$ cat src/sv/ahe_ram.sv
// Generic one-write, one-read RAM with registered read data.
module ahe_ram #(
  parameter int WIDTH = 8,
  parameter int DEPTH = 16
) (
  input  logic                     clk,
  input  logic                     we,
  input  logic [$clog2(DEPTH)-1:0] waddr,
  input  logic [WIDTH-1:0]         wdata,
  input  logic [$clog2(DEPTH)-1:0] raddr,
  output logic [WIDTH-1:0]         rdata
);

  logic [WIDTH-1:0] mem [DEPTH];

  always_ff @(posedge clk) begin
    if (we) begin
      mem[waddr] <= wdata;
    end
    rdata <= mem[raddr];
  end

endmodule

$ cat config.mk
export PLATFORM = sky130hd
export DESIGN_NAME = ahe_ram
export DESIGN_NICKNAME = d
export VERILOG_FILES = /design/src/sv/ahe_ram.sv
export SDC_FILE = /design/constraint.sdc
export NUM_CORES = 1
export LEC_CHECK = 0
export ABC_CLOCK_PERIOD_IN_PS = 2000
export BUFFER_PORTS_ARGS = -buffer_cell sky130_fd_sc_hd__buf_2
export CAP_MARGIN = 30
export CELL_PAD_IN_SITES_DETAIL_PLACEMENT = 1
export CELL_PAD_IN_SITES_GLOBAL_PLACEMENT = 1
export CORE_MARGIN = 4
export CORE_UTILIZATION = 50
export DETAILED_ROUTE_END_ITERATION = 12
export GPL_TIMING_DRIVEN = 0
export PLACE_DENSITY = 0.7
export SLEW_MARGIN = 40
export SYNTH_ARGS = -nofsm -noshare
export SYNTH_HDL_FRONTEND = slang
export SYNTH_SLANG_ARGS = --single-unit
$ cat constraint.sdc
create_clock -name clk -period 2 [get_ports clk]
set_input_delay 0.1 -clock clk [delete_from_list [all_inputs] [get_ports clk]]
set_output_delay 0.1 -clock clk [all_outputs]
set_load 0.1 [all_outputs]
; ---- Word level (Yosys, flattened, before mapping)
; Memory sizes are Yosys's and may differ from the RTL's. A register that Yosys moved wholly into a read port is not among the register bits.
; Index checks and enable logic that the tools add are counted.
[word_totals]
regBits = 0
input_bits = 18
romBits = 0
out_inout_bits = 8
mem_count = 1
latch_bits = 0
wordCells = 3
ramBits = 128
[memory_table]
columns = memory, words, word_bits, rd, rd_ports_with_merged_regs, write_ports, line
row1 = mem, 16, 8, 1, 1, 1, 14  ; logic [WIDTH-1:0] mem [DEPTH];
[classes]
n_reduce_logical = 0
n_div = 0
bitwise_logic = 0
addsub = 0
n_mux = 2
order_cmp = 0
mul = 0
shifts = 0
n_eq_ne = 0
[op_table]
columns = operator, n
row1 = $mux W1, 2

; ---- Longest topological paths before layout
; Gate-level depths: netlist (run 1).
[depth]
ltp_word = 2
depth_mapped = 5
mapped_depth_nobuf = 3

; ---- Least setup slack after synthesis (run 1)
; No wires, ideal clock.
[synth_path]
path_type = input port to flip-flop
startpoint = input port waddr[2]
endpoint = memory mem[0][0], enable pin
stages = 2
setup_slack_ps = 407
arrival_time_ps = 1210
n_path_buf = 0
cell_sequence = or3b_2 -> nor3_1
[synth_lines]
columns = item, line
row1 = start: declaration, 8  ; input logic [$clog2(DEPTH)-1:0] waddr,
row2 = end: declaration, 14
; Straight into the memory's write port.

==> results_tabular.tex, run 1 <==
\begin{tabular}{lr}
\hline
Metric & Value \\
\hline
\multicolumn{2}{l}{\textbf{Placement}} \\
DP Cell Count & between 300 and 400 \\
Detailed-placement wirelength estimate & 6650 um \\
Setup slack at placement & 0.181 ns \\
Buffers added on ports & 24 \\
Cell area reported after detailed placement & approximately 5500 um2 \\
Routability congestion estimate & around 0.72 \\
\multicolumn{2}{l}{\textbf{Synth}} \\
Sequential-to-total area share from yosys stat & approximately 78\% \\
\#FFs+latches synth & $\sim$140 \\
Synth Net Count & approximately 250 \\
Cell types with the highest counts after synthesis & 128 x edfxtp\_1, 18 x mux4\_2, 16 x a22oi\_1, 14 x mux4\_1, 13 x nor2\_1 \\
Summed instance area of the synthesized netlist & 5150 um2 \\
Share of async-settable or async-resettable flops after synthesis & 0\% \\
Synthesized instance count & about 230 \\
Synth area leaders & edfxtp\_1 75\%, mux4\_2 7.9\%, mux4\_1 7.1\%, dfxtp\_1 3.1\%, a22oi\_1 2.3\% \\
Top-area cell type share of the netlist area & around three quarters \\
Number of library cell types mapped by synthesis & 19 \\
Largest area contributor in the netlist & edfxtp\_1 \\
Warnings from Yosys & 0 \\
Number of flops mapped to enable cells by yosys & between 100 and 150 \\
Post-synthesis average cell area & 22.5 um2 \\
Count leader, synth & edfxtp\_1 \\
Ys flop type & edfxtp\_1 \\
\multicolumn{2}{l}{\textbf{Global route}} \\
Global Route met3 Usage & approximately 5.8\% \\
Maximum number of pins on one net before global-route repair & 17 \\
Global-route met1 utilization & 26.6\% \\
Number of antenna violations at the first check in global routing & 0 \\
Wire length of the first global-routing pass & 16400 um \\
Global-route layer with the greatest usage & met2 \\
Routing usage on met2 & approximately a third \\
Gr usage total & between 20\% and 30\% \\
Total congestion overflow after global routing & 0 \\
Via count of the first global-routing pass & $\sim$2700 \\
\multicolumn{2}{l}{\textbf{Run}} \\
Maximum capacitance violations & 0 \\
\multicolumn{2}{l}{\textbf{Critical path}} \\
Required time worst endpoint & around 2.4 ns \\
Endpoint kind of the worst setup timing path & register \\
Element type at the critical path start & register \\
Arrival time at the worst endpoint & 1.83 ns \\
Setup slack of the most critical reg-to-reg path & 0.55 ns \\
Category of the most critical setup path & register to register \\
Critical-path maximum fanout & 1 \\
\multicolumn{2}{l}{\textbf{Floorplan}} \\
Width of the die & around 110 um \\
Core Footprint & approximately 9900 um2 \\
Starting utilization of the core area & 51.9\% \\
Die Height & 109 um \\
Count of boundary I/O pins & 26 \\
Die Outline Area & between 10000 and 15000 um2 \\
Site Rows & 36 \\
\multicolumn{2}{l}{\textbf{Pwr}} \\
Switch Pwr & between 1 and 1.5 mW \\
Switching part of the total power & about a fifth \\
Logic gate share of total power & approximately 7\% \\
VDD IR-drop max & between 0.0007 and 0.0008 V \\
Lkg Pwr & 2.04 nW \\
Power share of the clock group & about 43\% \\
Internal power consumption & 5.13 mW \\
Share of total power in sequential cells & $\sim$50\% \\
Power density over the cells & roughly 1100 nW/um2 \\
\multicolumn{2}{l}{\textbf{Detailed routing}} \\
Violation count after the first detailed-route iteration & approximately 140 \\
Length of the first detailed-routing pass in iterations & 4 \\
Post-route DRC & 0 \\
Remaining antenna violation count & 0 \\
Routed WL & 10600 um \\
Number of vias in the routed layout & 2411 \\
Post-detailed-route via-to-cell ratio & $\sim$5.7 \\
Average detailed-routed wire length per instance & 25.0 um \\
\multicolumn{2}{l}{\textbf{Cells and area}} \\
Area used by multi-input combinational logic & approximately 1100 um2 \\
Antenna fix cells & 0 \\
Area Overhead vs Synth & 18.0\% \\
Register area & about 4000 um2 \\
Number of nets in the layout & just under 300 \\
Post-Route Utilization & between 60\% and 70\% \\
Final std cells w/o fill & 426 \\
Design area & between 6000 and 7000 um2 \\
Number of fill cells & about 840 \\
Fraction of layout cells with a size suffix above 1 & approximately 28\% \\
\multicolumn{2}{l}{\textbf{Clock tree}} \\
Number of buffers between clock root and the deepest sink & 2 \\
Clock-pin transition on the worst setup and hold timing paths & about 0.060 ns \\
Number of sinks on the clock net & around 140 \\
Clock tree from TritonCTS & yes \\
Clock buffers created by TritonCTS & 17 \\
Buffer cell driving the clock tree root & clkbuf\_8 \\
Number of buffers added for setup after CTS & 0 \\
Skew-Pair Late Insertion Delay & between 0.5 and 0.6 ns \\
CTS H-tree depth & 4 \\
\multicolumn{2}{l}{\textbf{Timing}} \\
Post-route minimum period & 1.45 ns \\
Measured slew at the worst slew-check pin & 0.820 ns \\
Unrepaired setup endpoints after global routing & false \\
Max-slew headroom & a little under half \\
F\_max & roughly 0.69 GHz \\
Slack of the critical path & 0.550 ns \\
Post-route worst hold slack & approximately 0.15 ns \\
Number of hold-slack violations in the final timing report & 0 \\
Setup violation total in the final timing report & 0 \\
Pins over their slew limit & 0 \\
Period Utilization, post-route & between 70 and 80\% \\
Final Skew & 0.00644 ns \\
\multicolumn{2}{l}{\textbf{Worst hold path}} \\
Class of the tightest hold or removal check & input port to register \\
\multicolumn{2}{l}{\textbf{Outcome}} \\
Result of the run & complete, no violations \\
\hline
\end{tabular}
-- power by group through the flow --
stage | Sequential [mW] | Clock [mW] | Combinational (mW)
after global placement | 3.26 | 0 | 0.437
after detailed placement | 3.26 | 0 | 0.450
after global routing | 3.21 | 3.03 | 0.489
after CTS | 3.21 | 2.88 | 0.465
after floorplan | 3.40 | 0 | 0.162
final | 3.21 | 2.81 | 0.462
-- registers in the layout, indices dropped and copies added, names as in the netlist --
signal / flops
mem: 128
rdata: 8
-- layout by cell type, fill, tap and decap left out, types with 2 or more instances in the layout --
cell type / instances
edfxtp_1: 128
buf_2: 27
mux4_2: 18
a22oi_1: 16
clkbuf_16: 16
mux4_1: 14
nor2_1: 11
clkbuf_1: 10
nand2_1: 9
dlygate4sd3_1: 8
dfxtp_1: 8
nor3_2: 4
buf_6: 3
clkdlybuf4s25_2: 3
nand3b_1: 2
nor2_2: 2
nand2b_1: 2
clkbuf_8: 2
bufinv_16: 2
clkinv_2: 2
-- worst max-delay path, cell delays in order, from the launching register on --
cell and delay [ns]:
edfxtp_1 0.38, mux4_2 0.51, a22oi_1 0.32, nand2_1 0.12
-- metrics by stage --
stage,setup TNS (ns),power (mW)
after global routing,0,6.73
after global placement,-1.61,3.69
final,0,6.48
after CTS,0,6.55
after floorplan,0,3.56
after detailed placement,0,3.71
-- layout make-up --
cell class	instances	area share, %
flip-flops and latches	136	65.9
multi-input cells	83	17.8
clock buffers	28	7.66
repair buffers	32	3.30
well taps	133	2.74
plain buffers	10	1.42
clock inverters	4	1.15
-- routing by layer --
| layer | share of wire, % | vias up |
|---|---|---|
| met3 | 6.4 | 9 |
| met2 | 49 | 71 |
| li1 | - | 1083 |
| met4 | 1.3 | 0 |
| met5 | 0 | - |
| met1 | 43 | 1248 |
-- kinds of logic (layout without fill, tap and decap cells) --
kind of cell           count (synthesis)  after routing  share of synthesized area, %
and+or+nand+nor                       35             35                          3.18
buffers and inverters                 10             74                          1.68
muxes                                 32             32                          15.0
DFF                                  136            136                          77.8
AOI/OAI and AO/OA                     16             16                          2.33
-- timing repair --
| item | CTS | global route |
|---|---|---|
| hold buffers | 8 | 0 |
| hold endpoints to repair | 111 | 0 |
| resized for setup | 0 | 0 |
-- final timing paths --
| check | cells after the start | end | startpoint |
|---|---|---|---|
| worst max-delay path | 3 | rdata[7]$_DFF_P_ | mem[7][7]$_DFFE_PP_ |
| worst min-delay path | 2 | mem[4][3]$_DFFE_PP_ | waddr[0] |
| worst max register to register | 3 | rdata[7]$_DFF_P_ | mem[7][7]$_DFFE_PP_ |
| worst min register to register | 3 | rdata[3]$_DFF_P_ | mem[11][3]$_DFFE_PP_ |
Note: power is estimated with default switching activity, not from simulation.
==> run 2: changes to the inputs <==
--- a/config.mk
+++ b/config.mk
@@ -5,16 +5,17 @@
 export SDC_FILE = /design/constraint.sdc
 export NUM_CORES = 1
 export LEC_CHECK = 0
-export ABC_CLOCK_PERIOD_IN_PS = 2000
+export ABC_AREA = 1
+export ABC_CLOCK_PERIOD_IN_PS = 1200
 export BUFFER_PORTS_ARGS = -buffer_cell sky130_fd_sc_hd__buf_2
 export CAP_MARGIN = 30
 export CELL_PAD_IN_SITES_DETAIL_PLACEMENT = 1
 export CELL_PAD_IN_SITES_GLOBAL_PLACEMENT = 1
 export CORE_MARGIN = 4
-export CORE_UTILIZATION = 50
+export CORE_UTILIZATION = 44
 export DETAILED_ROUTE_END_ITERATION = 12
 export GPL_TIMING_DRIVEN = 0
-export PLACE_DENSITY = 0.7
+export PLACE_DENSITY = 0.71
 export SLEW_MARGIN = 40
 export SYNTH_ARGS = -nofsm -noshare
 export SYNTH_HDL_FRONTEND = slang
==> constraint.sdc (replaced) <==
create_clock -name clk -period 1.2 [get_ports clk]
set_input_delay 0.06 -clock clk [delete_from_list [all_inputs] [get_ports clk]]
set_output_delay 0.06 -clock clk [all_outputs]
set_load 0.1 [all_outputs]
==> run 2 against run 1 <==
Against the previous run:
- critical path depth up 3
- clock power up 100%
- combinational power up 110%
- largest power group is now the clock network
- highest routed layer unchanged
- die area up 25%
==> results_tabular.tex, run 2 <==
\begin{tabular}{lr}
\hline
Metric & Value \\
\hline
\multicolumn{2}{l}{\textbf{Cells and area}} \\
Flip-flop count of the largest register after layout & 128 (unchanged) \\
Register area & 4000 um2 (unchanged) \\
Design area & 6780 um2 (+12\%) \\
Area used by multi-input combinational logic & 1240 um2 (+15\%) \\
Number of nets in the layout & 610 (+100\%) \\
Number of fill cells & 1445 (+73\%) \\
Most used cells in the layout excluding fill and tap cells & 173 x nand2\_1, 128 x edfxtp\_1, 100 x inv\_1 \\
Fraction of layout cells with a size suffix above 1 & 14.9\% (-13 points) \\
Area Overhead vs Synth & 17.5\% \\
Regs by FF count & mem: 128 flops, rdata: 8 flops \\
Post-Route Utilization & 53.3\% (-8.0 points) \\
Register with the most flip-flops & mem \\
Commonest non-fill, non-tap cell in the layout & nand2\_1 \\
Antenna fix cells & 0 (unchanged) \\
\multicolumn{2}{l}{\textbf{Synth}} \\
Count leader, synth & nand2\_1 \\
Synth Net Count & 569 (+130\%) \\
Synthesized instance count & 551 (+140\%) \\
\#FFs+latches synth & 136 (unchanged) \\
Top-area cell type share of the netlist area & 66.7\% (-8.0 points) \\
Ys flop type & edfxtp\_1 \\
Synth area leaders & edfxtp\_1 67\%, nand2\_1 11\%, nand3\_1 8.4\%, inv\_1 6.5\%, dfxtp\_1 2.8\% \\
Number of flops mapped to enable cells by yosys & 128 (unchanged) \\
Share of async-settable or async-resettable flops after synthesis & 0\% (unchanged) \\
Sequential-to-total area share from yosys stat & 69.4\% (-8.4 points) \\
Warnings from Yosys & 0 (unchanged) \\
Largest area contributor in the netlist & edfxtp\_1 \\
Post-synthesis average cell area & 10.5 um2 (-53\%) \\
Summed instance area of the synthesized netlist & 5770 um2 (+12\%) \\
Number of library cell types mapped by synthesis & 12 (-7) \\
Cell types with the highest counts after synthesis & 173 x nand2\_1, 128 x edfxtp\_1, 100 x inv\_1, 97 x nand3\_1, 17 x nor2\_1 \\
\multicolumn{2}{l}{\textbf{Floorplan}} \\
Site Rows & 41 (+14\%) \\
Count of boundary I/O pins & 26 (unchanged) \\
Die Outline Area & 15000 um2 (+25\%) \\
Die Height & 122 um (+12\%) \\
Width of the die & 122 um (+12\%) \\
Core Footprint & 12700 um2 (+28\%) \\
Starting utilization of the core area & 45.3\% (-6.6 points) \\
\multicolumn{2}{l}{\textbf{Critical path}} \\
Required time worst endpoint & 1.51 ns (-0.87 ns) \\
Category of the most critical setup path & register to register \\
Element type at the critical path start & register \\
Setup slack of the most critical reg-to-reg path & 0.06 ns (-0.49 ns) \\
Arrival time at the worst endpoint & 1.45 ns (-0.38 ns) \\
Critical-path maximum fanout & 1 (unchanged) \\
Timing endpoint of the critical path & rdata[4]\$\_DFF\_P\_ \\
Launch point of the worst reg-to-reg path & mem[1][4]\$\_DFFE\_PP\_ \\
FF-to-FF path depth & 6 (+3) \\
Terminus of the critical flop-to-flop path & rdata[4]\$\_DFF\_P\_ \\
Endpoint kind of the worst setup timing path & register \\
Beginning of the critical path & mem[1][4]\$\_DFFE\_PP\_ \\
\multicolumn{2}{l}{\textbf{Global route}} \\
Maximum number of pins on one net before global-route repair & 17 (unchanged) \\
Total congestion overflow after global routing & 0 (unchanged) \\
Via count of the first global-routing pass & 4165 (+53\%) \\
Number of antenna violations at the first check in global routing & 0 (unchanged) \\
Wire length of the first global-routing pass & 25000 um (+52\%) \\
Gr usage total & 23.7\% (+3.4 points) \\
\multicolumn{2}{l}{\textbf{Timing}} \\
Final Skew & 0.00478 ns (-0.00166 ns) \\
Post-route minimum period & 1.14 ns (-0.310 ns) \\
Unrepaired setup endpoints after global routing & false \\
Setup violation total in the final timing report & 0 (unchanged) \\
Measured slew at the worst slew-check pin & 0.793 ns (-0.0266 ns) \\
F\_max & 0.878 GHz (+27\%) \\
Post-route worst hold slack & 0.0514 ns (-0.0944 ns) \\
Period Utilization, post-route & 94.9\% (+22 points) \\
Number of hold-slack violations in the final timing report & 0 (unchanged) \\
Pins over their slew limit & 0 (unchanged) \\
Max-slew headroom & 46.9\% (+1.8 points) \\
\multicolumn{2}{l}{\textbf{Detailed routing}} \\
Violation count after the first detailed-route iteration & 320 (+130\%) \\
Post-route DRC & 0 (unchanged) \\
Length of the first detailed-routing pass in iterations & 5 (+1) \\
Routed WL & 16400 um (+54\%) \\
Number of vias in the routed layout & 3994 (+66\%) \\
Post-detailed-route via-to-cell ratio & 5.14 (-9.2\%) \\
Remaining antenna violation count & 0 (unchanged) \\
Average detailed-routed wire length per instance & 21.1 um (-16\%) \\
\multicolumn{2}{l}{\textbf{Clock tree}} \\
Number of buffers between clock root and the deepest sink & 2 (unchanged) \\
Number of buffers added for setup after CTS & 0 (unchanged) \\
Buffer cell driving the clock tree root & clkbuf\_16 \\
CTS H-tree depth & 4 (unchanged) \\
Clock tree from TritonCTS & yes \\
Clock-pin transition on the worst setup and hold timing paths & 0.06 ns (about the same) \\
Number of sinks on the clock net & 136 (unchanged) \\
Number of gates resized after cts & 8 (+8) \\
Clock buffers created by TritonCTS & 17 (unchanged) \\
Skew-Pair Late Insertion Delay & 0.42 ns (-0.09 ns) \\
Total of hold buffers inserted after clock tree synthesis & 0 (-8) \\
\multicolumn{2}{l}{\textbf{Placement}} \\
Routability congestion estimate & 0.854 (+18\%) \\
Detailed-placement wirelength estimate & 10400 um (+57\%) \\
Buffers added on ports & 22 (-8.3\%) \\
Cell area reported after detailed placement & 6110 um2 (+12\%) \\
\multicolumn{2}{l}{\textbf{Pwr}} \\
VDD IR-drop max & 0.000887 V (+15\%) \\
Lkg Pwr & 2.93 nW (+44\%) \\
Power density over the cells & 1760 nW/um2 (+65\%) \\
\multicolumn{2}{l}{\textbf{Run}} \\
Maximum capacitance violations & 0 (unchanged) \\
\multicolumn{2}{l}{\textbf{Worst hold path}} \\
Class of the tightest hold or removal check & input port to register \\
\multicolumn{2}{l}{\textbf{Outcome}} \\
Result of the run & complete, no violations \\
\hline
\end{tabular}
## run 2: metrics by stage
stage / setup TNS [ns] / instances / setup WS [ns] / power, mW
6_report: 0 / 777 / 0.0608 / 11.9
3_3_place_gp: -32.48 / 745 / -0.384 / 6.34
4_1_cts: 0 / 777 / 0.105 / 12.0
5_1_grt: 0 / 777 / 0.0231 / 12.3
3_5_place_dp: -25.30 / 745 / -0.326 / 6.37
2_1_floorplan: 0 / 551 / 0.189 / 6.03
## run 2: worst max-delay path, cell delays in order (launching register included)
cell	delay, ns
edfxtp_1	0.38
inv_1	0.08
nand2_1	0.07
nand3_1	0.14
nand3_1	0.17
nand3_1	0.12
nand2_1	0.07
## run 2: where the power goes
part / switching (mW) / internal, mW / total (mW) / leakage (nW)
Combinational: 0.747 / 0.223 / 0.971 / 1.39
Clock: 1.96 / 3.66 / 5.63 / 0.313
Sequential: 0.0299 / 5.31 / 5.34 / 1.22
## run 2: per-layer routing
metal,wire length (um),track usage (%)
met5,0,0
met4,599,11.2
met3,871,4.84
met2,8000,38.2
met1,6930,30.8
## run 2: worst min path at each step
stage	endpoint	from	depth (start not counted)	slack [ns]
5_1_grt	mem[5][7]$_DFFE_PP_	wdata[7]	1	0.05
3_3_place_gp	mem[8][2]$_DFFE_PP_	wdata[2]	1	0.47
4_1_cts	mem[12][2]$_DFFE_PP_	wdata[2]	1	0.04
6_report	mem[12][2]$_DFFE_PP_	wdata[2]	1	0.05
2_1_floorplan	mem[0][0]$_DFFE_PP_	wdata[0]	0	0.16
3_5_place_dp	mem[8][2]$_DFFE_PP_	wdata[2]	1	0.49
## run 2: logic make-up (layout without fill, tap and decap cells)
group	after synthesis	after routing	share of synthesized area [%]
flops	136	136	69.4
simple gates	289	289	21.0
buf+inv	126	180	9.52
## run 2: cell type report
| type | count | share of cell area, % |
|---|---|---|
| flip-flops and latches | 136 | 59.1 |
| multi-input cells | 289 | 18.4 |
| clock buffers | 18 | 6.33 |
| inverters | 102 | 5.65 |
| well taps | 172 | 3.18 |
| clock inverters | 14 | 3.03 |
| plain buffers | 24 | 2.46 |
| repair buffers | 22 | 1.92 |
==> run 3: changes to the inputs <==
--- a/config.mk
+++ b/config.mk
@@ -5,17 +5,17 @@
 export SDC_FILE = /design/constraint.sdc
 export NUM_CORES = 1
 export LEC_CHECK = 0
-export ABC_AREA = 1
 export ABC_CLOCK_PERIOD_IN_PS = 1200
 export BUFFER_PORTS_ARGS = -buffer_cell sky130_fd_sc_hd__buf_2
 export CAP_MARGIN = 30
 export CELL_PAD_IN_SITES_DETAIL_PLACEMENT = 1
 export CELL_PAD_IN_SITES_GLOBAL_PLACEMENT = 1
 export CORE_MARGIN = 4
-export CORE_UTILIZATION = 44
+export CORE_UTILIZATION = 48
 export DETAILED_ROUTE_END_ITERATION = 12
+export GPL_ROUTABILITY_DRIVEN = 0
 export GPL_TIMING_DRIVEN = 0
-export PLACE_DENSITY = 0.71
+export PLACE_DENSITY = 0.7
 export SLEW_MARGIN = 40
 export SYNTH_ARGS = -nofsm -noshare
 export SYNTH_HDL_FRONTEND = slang
==> run 3 against run 2 <==
Against the previous run:
- the flow now finishes with violations (setup timing)
- non-clock buffer count fell by 4
- sequential cell count is the same
- maximum frequency is 13% lower
- sequential share of layout area increased by 5.2 points
- core utilization up 6.8 points
- worst hold slack gained 0.012 ns
- die area fell by 17%
- via count fell by 39%
- combinational power decreased by 14%
- clock power fell by 5.3%
- global-route usage fell by 4.9 points
- clock skew up 0.0013 ns
- critical path type unchanged
- critical endpoint is now rdata[0]$_DFF_P_
- largest cell class unchanged
==> results_tabular.tex, run 3 (synthesized netlist as in run 1, its figures left out) <==
\begin{tabular}{lr}
\hline
Metric & Value \\
\hline
\multicolumn{2}{l}{\textbf{Global route}} \\
Maximum number of pins on one net before global-route repair & 17 (unchanged) \\
Number of antenna violations at the first check in global routing & 0 (unchanged) \\
Via count of the first global-routing pass & 2657 (-36\%) \\
Wire length of the first global-routing pass & 16500 um (-34\%) \\
Total congestion overflow after global routing & 0 (unchanged) \\
Gr usage total & 18.8\% (-4.9 points) \\
\multicolumn{2}{l}{\textbf{Critical path}} \\
Endpoint kind of the worst setup timing path & register \\
Critical-path maximum fanout & 1 (unchanged) \\
Required time worst endpoint & 1.60 ns (+0.09 ns) \\
Category of the most critical setup path & register to register \\
Element type at the critical path start & register \\
Arrival time at the worst endpoint & 1.71 ns (+0.26 ns) \\
\multicolumn{2}{l}{\textbf{Detailed routing}} \\
Post-detailed-route via-to-cell ratio & 5.65 (+9.9\%) \\
Routed WL & 10600 um (-35\%) \\
Number of vias in the routed layout & 2423 (-39\%) \\
Length of the first detailed-routing pass in iterations & 5 (unchanged) \\
Remaining antenna violation count & 0 (unchanged) \\
Violation count after the first detailed-route iteration & 131 (-59\%) \\
Top metal layer carrying routed signals & met4 \\
Post-route DRC & 0 (unchanged) \\
Average detailed-routed wire length per instance & 24.8 um (+17\%) \\
Metal-1 WL & 4500 um (-35\%) \\
Sum of met3 wire segment lengths after detailed routing & 602 um (-31\%) \\
DR WL met2 & 5310 um (-34\%) \\
\multicolumn{2}{l}{\textbf{Timing}} \\
Slack of the critical path & -0.113 ns (-0.174 ns) \\
Max-slew headroom & 46.3\% (-0.66 points) \\
Pins over their slew limit & 0 (unchanged) \\
Post-route worst hold slack & 0.0639 ns (+0.0124 ns) \\
Post-route minimum period & 1.31 ns (+0.174 ns) \\
Unrepaired setup endpoints after global routing & true \\
Final Skew & 0.00606 ns (+0.00128 ns) \\
Setup violation total in the final timing report & 8 (+8) \\
F\_max & 0.762 GHz (-13\%) \\
Number of hold-slack violations in the final timing report & 0 (unchanged) \\
Setup TNS Final & -0.641 ns (-0.641 ns) \\
Measured slew at the worst slew-check pin & 0.803 ns (+0.00980 ns) \\
Period Utilization, post-route & 109\% (+14 points) \\
\multicolumn{2}{l}{\textbf{Clock tree}} \\
Clock buffers created by TritonCTS & 17 (unchanged) \\
Buffer cell driving the clock tree root & clkbuf\_8 \\
Clock-pin transition on the worst setup and hold timing paths & 0.06 ns (about the same) \\
Skew-Pair Late Insertion Delay & 0.52 ns (+0.10 ns) \\
Number of buffers between clock root and the deepest sink & 2 (unchanged) \\
Clock tree from TritonCTS & yes \\
Number of sinks on the clock net & 136 (unchanged) \\
CTS H-tree depth & 4 (unchanged) \\
\multicolumn{2}{l}{\textbf{Cells and area}} \\
Antenna fix cells & 0 (unchanged) \\
Final std cells w/o fill & 429 (-45\%) \\
Most used cells in the layout excluding fill and tap cells & 128 x edfxtp\_1, 29 x mux4\_2, 19 x buf\_2 \\
Regs by FF count & mem: 128 flops, rdata: 8 flops \\
Number of nets in the layout & 298 (-51\%) \\
Area Overhead vs Synth & 21.0\% \\
Register with the most flip-flops & mem \\
Commonest non-fill, non-tap cell in the layout & edfxtp\_1 \\
Fraction of layout cells with a size suffix above 1 & 37.5\% (+23 points) \\
Post-Route Utilization & 60.1\% (+6.8 points) \\
Flip-flop count of the largest register after layout & 128 (unchanged) \\
\multicolumn{2}{l}{\textbf{Floorplan}} \\
Starting utilization of the core area & 49.6\% (+4.3 points) \\
Die Height & 112 um (-8.9\%) \\
Die Outline Area & 12400 um2 (-17\%) \\
Count of boundary I/O pins & 26 (unchanged) \\
Site Rows & 37 (-9.8\%) \\
Core Footprint & 10400 um2 (-18\%) \\
Width of the die & 112 um (-8.9\%) \\
\multicolumn{2}{l}{\textbf{Placement}} \\
Detailed-placement wirelength estimate & 6600 um (-37\%) \\
Buffers added on ports & 24 (+9.1\%) \\
DP Cell Count & 389 (-48\%) \\
\multicolumn{2}{l}{\textbf{Pwr}} \\
Lkg Pwr & 2.06 nW (-30\%) \\
Switch Pwr & 2.40 mW (-13\%) \\
Switching part of the total power & 20.8\% (-2.1 points) \\
Power density over the cells & 1850 nW/um2 (+4.9\%) \\
Share of total power in sequential cells & 46.4\% (+1.7 points) \\
Logic gate share of total power & 7.3\% (-0.8 points) \\
Total Power & 11.5 mW (-3.5\%) \\
Power share of the clock group & 46.3\% (-0.8 points) \\
VDD IR-drop max & 0.000990 V (+12\%) \\
Internal power consumption & 9.12 mW (-0.86\%) \\
\multicolumn{2}{l}{\textbf{Outcome}} \\
Result of the run & finished, violations left \\
Violations in the final reports & setup timing \\
\multicolumn{2}{l}{\textbf{Worst hold path}} \\
Class of the tightest hold or removal check & input port to register \\
\multicolumn{2}{l}{\textbf{Run}} \\
Maximum capacitance violations & 0 (unchanged) \\
\hline
\end{tabular}
run 3: cell types whose count changed in the layout (fill, tap and decap cells not counted), sizes merged, moves of 15 or more:
| cell | change |
|---|---|
| nand2 | -164 |
| inv | -102 |
| nand3 | -96 |
| mux4 | +32 |
| a22oi | +16 |
| buf | -15 |
run 3: cell type report:
type	instances	area (um2)
buffer	10	93.8
clock buffer	23	467
clock inverter	9	145
fill	871	4140
multi-input combinational	83	1100
sequential	136	4000
tap	136	170
timing repair buffer	32	250
run 3: final timing paths:
kind / from / endpoint / slack, ns / depth (start not counted)
max: mem[7][0]$_DFFE_PP_ / rdata[0]$_DFF_P_ / -0.11 / 3
min: raddr[0] / rdata[7]$_DFF_P_ / 0.06 / 4
max reg2reg: mem[7][0]$_DFFE_PP_ / rdata[0]$_DFF_P_ / -0.11 / 3
min reg2reg: mem[8][3]$_DFFE_PP_ / rdata[3]$_DFF_P_ / 0.69 / 3
run 3: metrics by stage:
step	cell area, um2	worst slack (ns)
floorplan	5170	-0.126
global placement	5460	-0.539
detailed placement	5470	-0.595
CTS	6190	-0.136
global route	6230	-0.176
finish	6230	-0.113
run 3: repair_timing:
item                                    in CTS  in global routing
hold endpoints to repair                   128                  0
pin swaps                                   14                  2
resized for setup                           28                 10
buffers inserted                             0                  0
hold buffers                                 8                  0
endpoints found under the setup margin      40                 16
run 3: critical path, cell delays in order (launching register included):
cell and delay (ns):
edfxtp_1 0.36, mux4_2 0.53, a22oi_2 0.22, nand2_1 0.08
run 3: per-layer routing:
layer	vias to the layer above	GRT usage (%)
li1	1068	-
met1	1260	25.6
met2	79	29.8
met3	16	4.67
met4	0	6.57
met5	-	0
run 3: power by group through the flow:
stage               combinational, mW  clock, mW  sequential [mW]
finish                          0.835       5.33             5.35
global route                    0.881       5.64             5.36
CTS                             0.821       5.41             5.34
detailed placement              0.752          0             5.44
global placement                0.730          0             5.43
floorplan                       0.274          0             5.66
